File: src/sv/utrbd_pkg.sv
// Shared types and constants for the USB transmit ring block drainer.
// No dependencies; used by utrbd_step and usb_tx_ring_block_drainer_core.
package utrbd_pkg;

    localparam int RING_DEPTH_DEF  = 1024;
    localparam int BLOCK_LIMIT_DEF = 64;
    localparam int USB_PACKET      = 64;

    localparam int IN_DATA_W  = 24;
    localparam int IN_USER_W  = 2;
    localparam int OUT_DATA_W = 40;

    typedef enum logic [1:0] {
        ACT_WRITE = 2'd0,
        ACT_TICK  = 2'd1,
        ACT_READ  = 2'd2
    } action_t;

    typedef struct packed {
        logic       write_accepted;
        logic       send_valid;
        logic       send_zero_length;
        logic [9:0] send_start;
        logic [6:0] send_length;
        logic       read_en;
    } result_t;

endpackage

File: src/sv/utrbd_step.sv
// Per-request next-state and result logic of the transmit ring.
// Depends on utrbd_pkg.
module utrbd_step #(
    parameter int RING_DEPTH  = utrbd_pkg::RING_DEPTH_DEF,
    parameter int BLOCK_LIMIT = utrbd_pkg::BLOCK_LIMIT_DEF,
    localparam int PTR_W = $clog2(RING_DEPTH),
    localparam int BIF_W = $clog2(BLOCK_LIMIT + 1)
) (
    input  logic [1:0]         action,
    input  logic               endpoint_idle,
    input  logic               endpoint_accepts,
    input  logic [9:0]         fetch_index,
    input  logic [PTR_W-1:0]   head,
    input  logic [PTR_W-1:0]   tail,
    input  logic [BIF_W-1:0]   bif,
    output logic [PTR_W-1:0]   head_next,
    output logic [PTR_W-1:0]   tail_next,
    output logic [BIF_W-1:0]   bif_next,
    output logic               mem_we,
    output utrbd_pkg::result_t res
);

    localparam int SW = ((PTR_W > BIF_W) ? PTR_W : BIF_W) + 1;
    localparam int RW = PTR_W + 1;

    logic [PTR_W-1:0] head_inc;
    logic             full;
    logic             bif_nz;
    logic             zlp;
    logic [SW-1:0]    ret_sum;
    logic [SW-1:0]    ret_wrap;
    logic [PTR_W-1:0] tail_ret;
    logic [RW-1:0]    run_raw;
    logic [RW-1:0]    run;

    always_comb
    begin
        head_inc = (RW'(head) == RW'(RING_DEPTH - 1)) ? '0 : head + PTR_W'(1);
        full     = (head_inc == tail);
        bif_nz   = (bif != '0);
        zlp      = bif_nz && ((17'(bif) & 17'(utrbd_pkg::USB_PACKET - 1)) == 17'd0);
        ret_sum  = SW'(tail) + SW'(bif);
        ret_wrap = (ret_sum >= SW'(RING_DEPTH)) ? ret_sum - SW'(RING_DEPTH) : ret_sum;
        tail_ret = bif_nz ? PTR_W'(ret_wrap) : tail;
        if (tail_ret > head)
            run_raw = RW'(RING_DEPTH) - RW'(tail_ret);
        else
            run_raw = RW'(head) - RW'(tail_ret);
        run = (17'(run_raw) > 17'(BLOCK_LIMIT)) ? RW'(BLOCK_LIMIT) : run_raw;
    end

    always_comb
    begin
        head_next = head;
        tail_next = tail;
        bif_next  = bif;
        mem_we    = 1'b0;
        res       = '0;
        unique case (action)
            utrbd_pkg::ACT_WRITE:
            begin
                if (!full)
                begin
                    mem_we             = 1'b1;
                    head_next          = head_inc;
                    res.write_accepted = 1'b1;
                end
            end
            utrbd_pkg::ACT_TICK:
            begin
                if (endpoint_idle)
                begin
                    tail_next = tail_ret;
                    bif_next  = '0;
                    if (zlp)
                    begin
                        res.send_valid       = 1'b1;
                        res.send_zero_length = 1'b1;
                        res.send_start       = 10'(tail_ret);
                    end
                    else if (tail_ret != head)
                    begin
                        res.send_valid  = 1'b1;
                        res.send_start  = 10'(tail_ret);
                        res.send_length = 7'(run);
                        if (endpoint_accepts)
                            bif_next = BIF_W'(run);
                    end
                end
            end
            utrbd_pkg::ACT_READ:
            begin
                res.read_en = (17'(fetch_index) < 17'(RING_DEPTH));
            end
            default:
            begin
                res = '0;
            end
        endcase
    end

endmodule

File: config.mk
export PLATFORM = sky130hd
export DESIGN_NAME = utrbd_step
export DESIGN_NICKNAME = d
export VERILOG_FILES = /design/src/sv/utrbd_pkg.sv /design/src/sv/utrbd_step.sv
export SDC_FILE = /design/constraint.sdc
export NUM_CORES = 1
export LEC_CHECK = 0
export CAP_MARGIN = 20
export CORE_UTILIZATION = 60
export DETAILED_ROUTE_END_ITERATION = 10
export DONT_BUFFER_PORTS = 1
export GPL_TIMING_DRIVEN = 0
export MAX_ROUTING_LAYER = met4
export PLACE_DENSITY = 0.85
export REMOVE_ABC_BUFFERS = 1
export SYNTH_ARGS = -nofsm -noshare
export SYNTH_HDL_FRONTEND = slang
export SYNTH_SLANG_ARGS = --single-unit
File: constraint.sdc
create_clock -name vclk -period 7.8
set_clock_uncertainty 0.1 [all_clocks]
set_input_delay 1.56 -clock vclk [all_inputs]
set_output_delay 1.56 -clock vclk [all_outputs]
set_load 0.03 [all_outputs]
==> results.yml <==
yosys:
  syn_area_um2: 2680
  ys_types: 78
  synth_area_per_cell_um2: 6.802
  ys_top_cells_by_area: "ha_1 (6.5%), nor2_1 (6.2%), nand2_1 (5.9%), xnor2_1 (5.6%), o21ai_0 (4.9%)"
  ys_seq_area_frac: 0
  syn_inst: 394
  netlist.area_leader.share: 0.06536
  synth_top_cell_by_area: "ha_1"
  synth_warnings: 0
worst_setup_path:
  slowest_stage: "o31a_2"
  path_max_fanout: 13
  startpoint_type: "input pin"
  critPathMaxStageDelay_ns: 0.44
  critPathTopFamily: "compound AO/OA/AOI/OAI gates"
  required_ns: 6.14
  crit_chain: "ha_1 -> inv_1 -> fa_1 -> nor2b_1 -> o22ai_1 -> o21ai_2 -> ha_1 -> a211oi_1 -> o21bai_1 -> maj3_1 -> a21oi_2 -> o211a_1 -> a2bb2oi_1 -> nor2_1 -> o31a_2 -> o41ai_1 -> buf_2"
  critical_path_class: "input pin to primary output"
  crit_top_cell: "ha_1"
  cp-startpoint: "tail[0]"
  end_kind: "primary output"
  cp_num_cells: 17
  critical_path_buf_inv_count: 2
  setup.worst_path.end: "bif_next[1]"
  worstPathArrival_ns: 5.80
detailed_routing:
  dr.pass1.iters: 5
  wirelength_um: 8337
  drt_iter0_markers: 373
  wl_per_cell_um: 19.21
  drcViolationCount: 0
  routed_via_density: 7.134
  ant_nets: 0
  num_vias: 3096
final_layout:
  areaGrowthSynthToFinish_pct: 2.428
  clockBufferCount: 0
  layout-drive-gt1-share: 0.1146
  diodes: 0
  fin_area_um2: 2745
  nFlopsAndLatches: 0
  layout.area.seq_um2: 0
  fin_cells: 434
  final_net_count: 443
timing:
  max_slew_margin: 0.3099
  setup_violations: 0
  worst-slew-pin-transition_ns: 1.026
  worst_slack_ns: 0.3425
  hold_viol_final: 0
  fmax_mhz: 134.1
  period_share: 0.9561
  slew_viol_final: 0
  rsz0062_at_grt: "no"
  period_needed_ns: 7.457
power:
  combPwrFrac: 1.000
  seqPwrFrac: 0
  p_int_uw: 101.9
  peakVddDrop_mv: 0.03762
  clockPowerShare: 0
  p_per_area_nw_per_um2: 106.3
  p_leak_uw: 0.001122
  p_switching_uw: 190.0
  switching_share: 0.6509
place:
  dp_hpwl_um: 6610
  io_buffers: 0
  dpl_cell_area_um2: 2670
  gp_congestion: 0.9522
  pre_cts_ws_ns: -0.06932
  dp_cells: 432
run:
  cap_viol_max_count: 0
global_routing:
  use_met3: 0.01480
  antenna_found_initial: 0
  grt.overflow.total: 0
  use_met2: 0.5711
  grt_max_degree: 23
  first_global_vias: 2519
  grt_usage: 0.3466
  grt.busiest_layer: "met2"
  grt_util_met1: 0.4776
  grt_pass1_wl_um: 12090
run_status:
  outcome: "complete, no violations"
floorplanning:
  coreArea_um2: 4144
  rows: 23
  io_pins: 90
  start_util: 0.6467
  die_h_um: 68.84
  die_w_um: 68.84
  die_area_um2: 4738
clock_tree:
  postCtsHoldBufs: 0
hold_path:
  hold_class: "input pin to primary output"
-- how the worst min path moves through the flow --
stage                          from      to  slack, ns  cells past startpoint
after detailed placement  action[0]  res[0]       3.13                      1
after CTS                 action[0]  res[0]       3.13                      1
after floorplan           action[0]  res[0]       3.13                      1
after global routing      action[0]  res[0]       3.14                      1
after global placement    action[0]  res[0]       3.13                      1
final                     action[0]  res[0]       3.13                      1
-- routing by layer --
layer  vias up  wire length (um)
met3        15               826
met1      1415              3423
met2       194              3948
met4         0               138
met5         -                 0
li1       1472                 -
-- repair_timing --
item	4_1_cts	5_1_grt
gates cloned	0	0
setup buffers	0	2
resized for setup	1	8
pin swaps	0	1
setup endpoints to repair	4	13
-- synthesized netlist by cell type, drive strengths merged, types with 5 or more instances --
cell type / n
nor2: 45
nand2: 43
o21ai: 30
xnor2: 17
a21oi: 14
ha: 14
inv: 14
nor4: 13
clkbuf: 12
xor2: 12
a211oi: 11
and3: 11
nand3: 11
buf: 10
nor3: 10
o21a: 8
o31ai: 8
o41ai: 8
nand2b: 7
nor2b: 7
o31a: 7
or2: 6
and2: 5
mux2i: 5
or3: 5
or4: 5
-- layout by cell type (no fill, tap or decap), types with 3 or more instances in the layout --
master	count
xnor2_1	17
mux2i_1	5
and2_1	5
o21ai_0	26
or2_1	3
o41ai_1	4
a211oi_1	9
o31a_1	6
nand4_1	3
inv_1	14
nor3_1	10
nor2_1	43
o41ai_4	4
ha_1	14
or2_2	3
o21a_1	8
nand3_1	11
a21oi_1	13
nand2_1	42
a21o_1	3
or3_1	4
buf_2	8
or4_1	4
nand2b_1	7
o31ai_1	7
nor4_1	11
buf_4	4
nor2b_1	7
xor2_1	12
and3_1	11
-- through the flow --
| step | util | setup TNS (ns) | power, uW | hold WS (ns) |
|---|---|---|---|---|
| 5_1_grt | 0.6624 | 0 | 316.1 | 3.141 |
| 3_3_place_gp | 0.6298 | -2.416 | 265.4 | 3.132 |
| 2_1_floorplan | - | 0 | 227.1 | 3.130 |
| 4_1_cts | 0.6470 | -0.2583 | 277.4 | 3.132 |
| 3_5_place_dp | 0.6443 | -0.2067 | 274.3 | 3.132 |
| 6_report | 0.6624 | 0 | 291.8 | 3.131 |
-- area by class of cell --
class                      instances  area (um2)
inverter                          15       56.30
fill                             361        1399
multi-input combinational        357        2556
tap                               50       62.56
timing repair buffer              12       70.07
-- kinds of logic after synthesis --
group | synth area share
AND/OR/NAND/NOR | 0.3562
AO/OA/AOI/OAI | 0.3492
buffers and inverters | 0.07049
XOR/XNOR | 0.1116
adder cells (fa/ha/maj) | 0.08404
multiplexers | 0.02848
-- power groups by stage --
stage | Sequential (uW) | Clock [uW] | Combinational [uW]
2_1_floorplan | 0 | 0 | 227
3_3_place_gp | 0 | 0 | 265
3_5_place_dp | 0 | 0 | 274
4_1_cts | 0 | 0 | 277
5_1_grt | 0 | 0 | 316
6_report | 0 | 0 | 292
(Power assumes the default switching activity.)
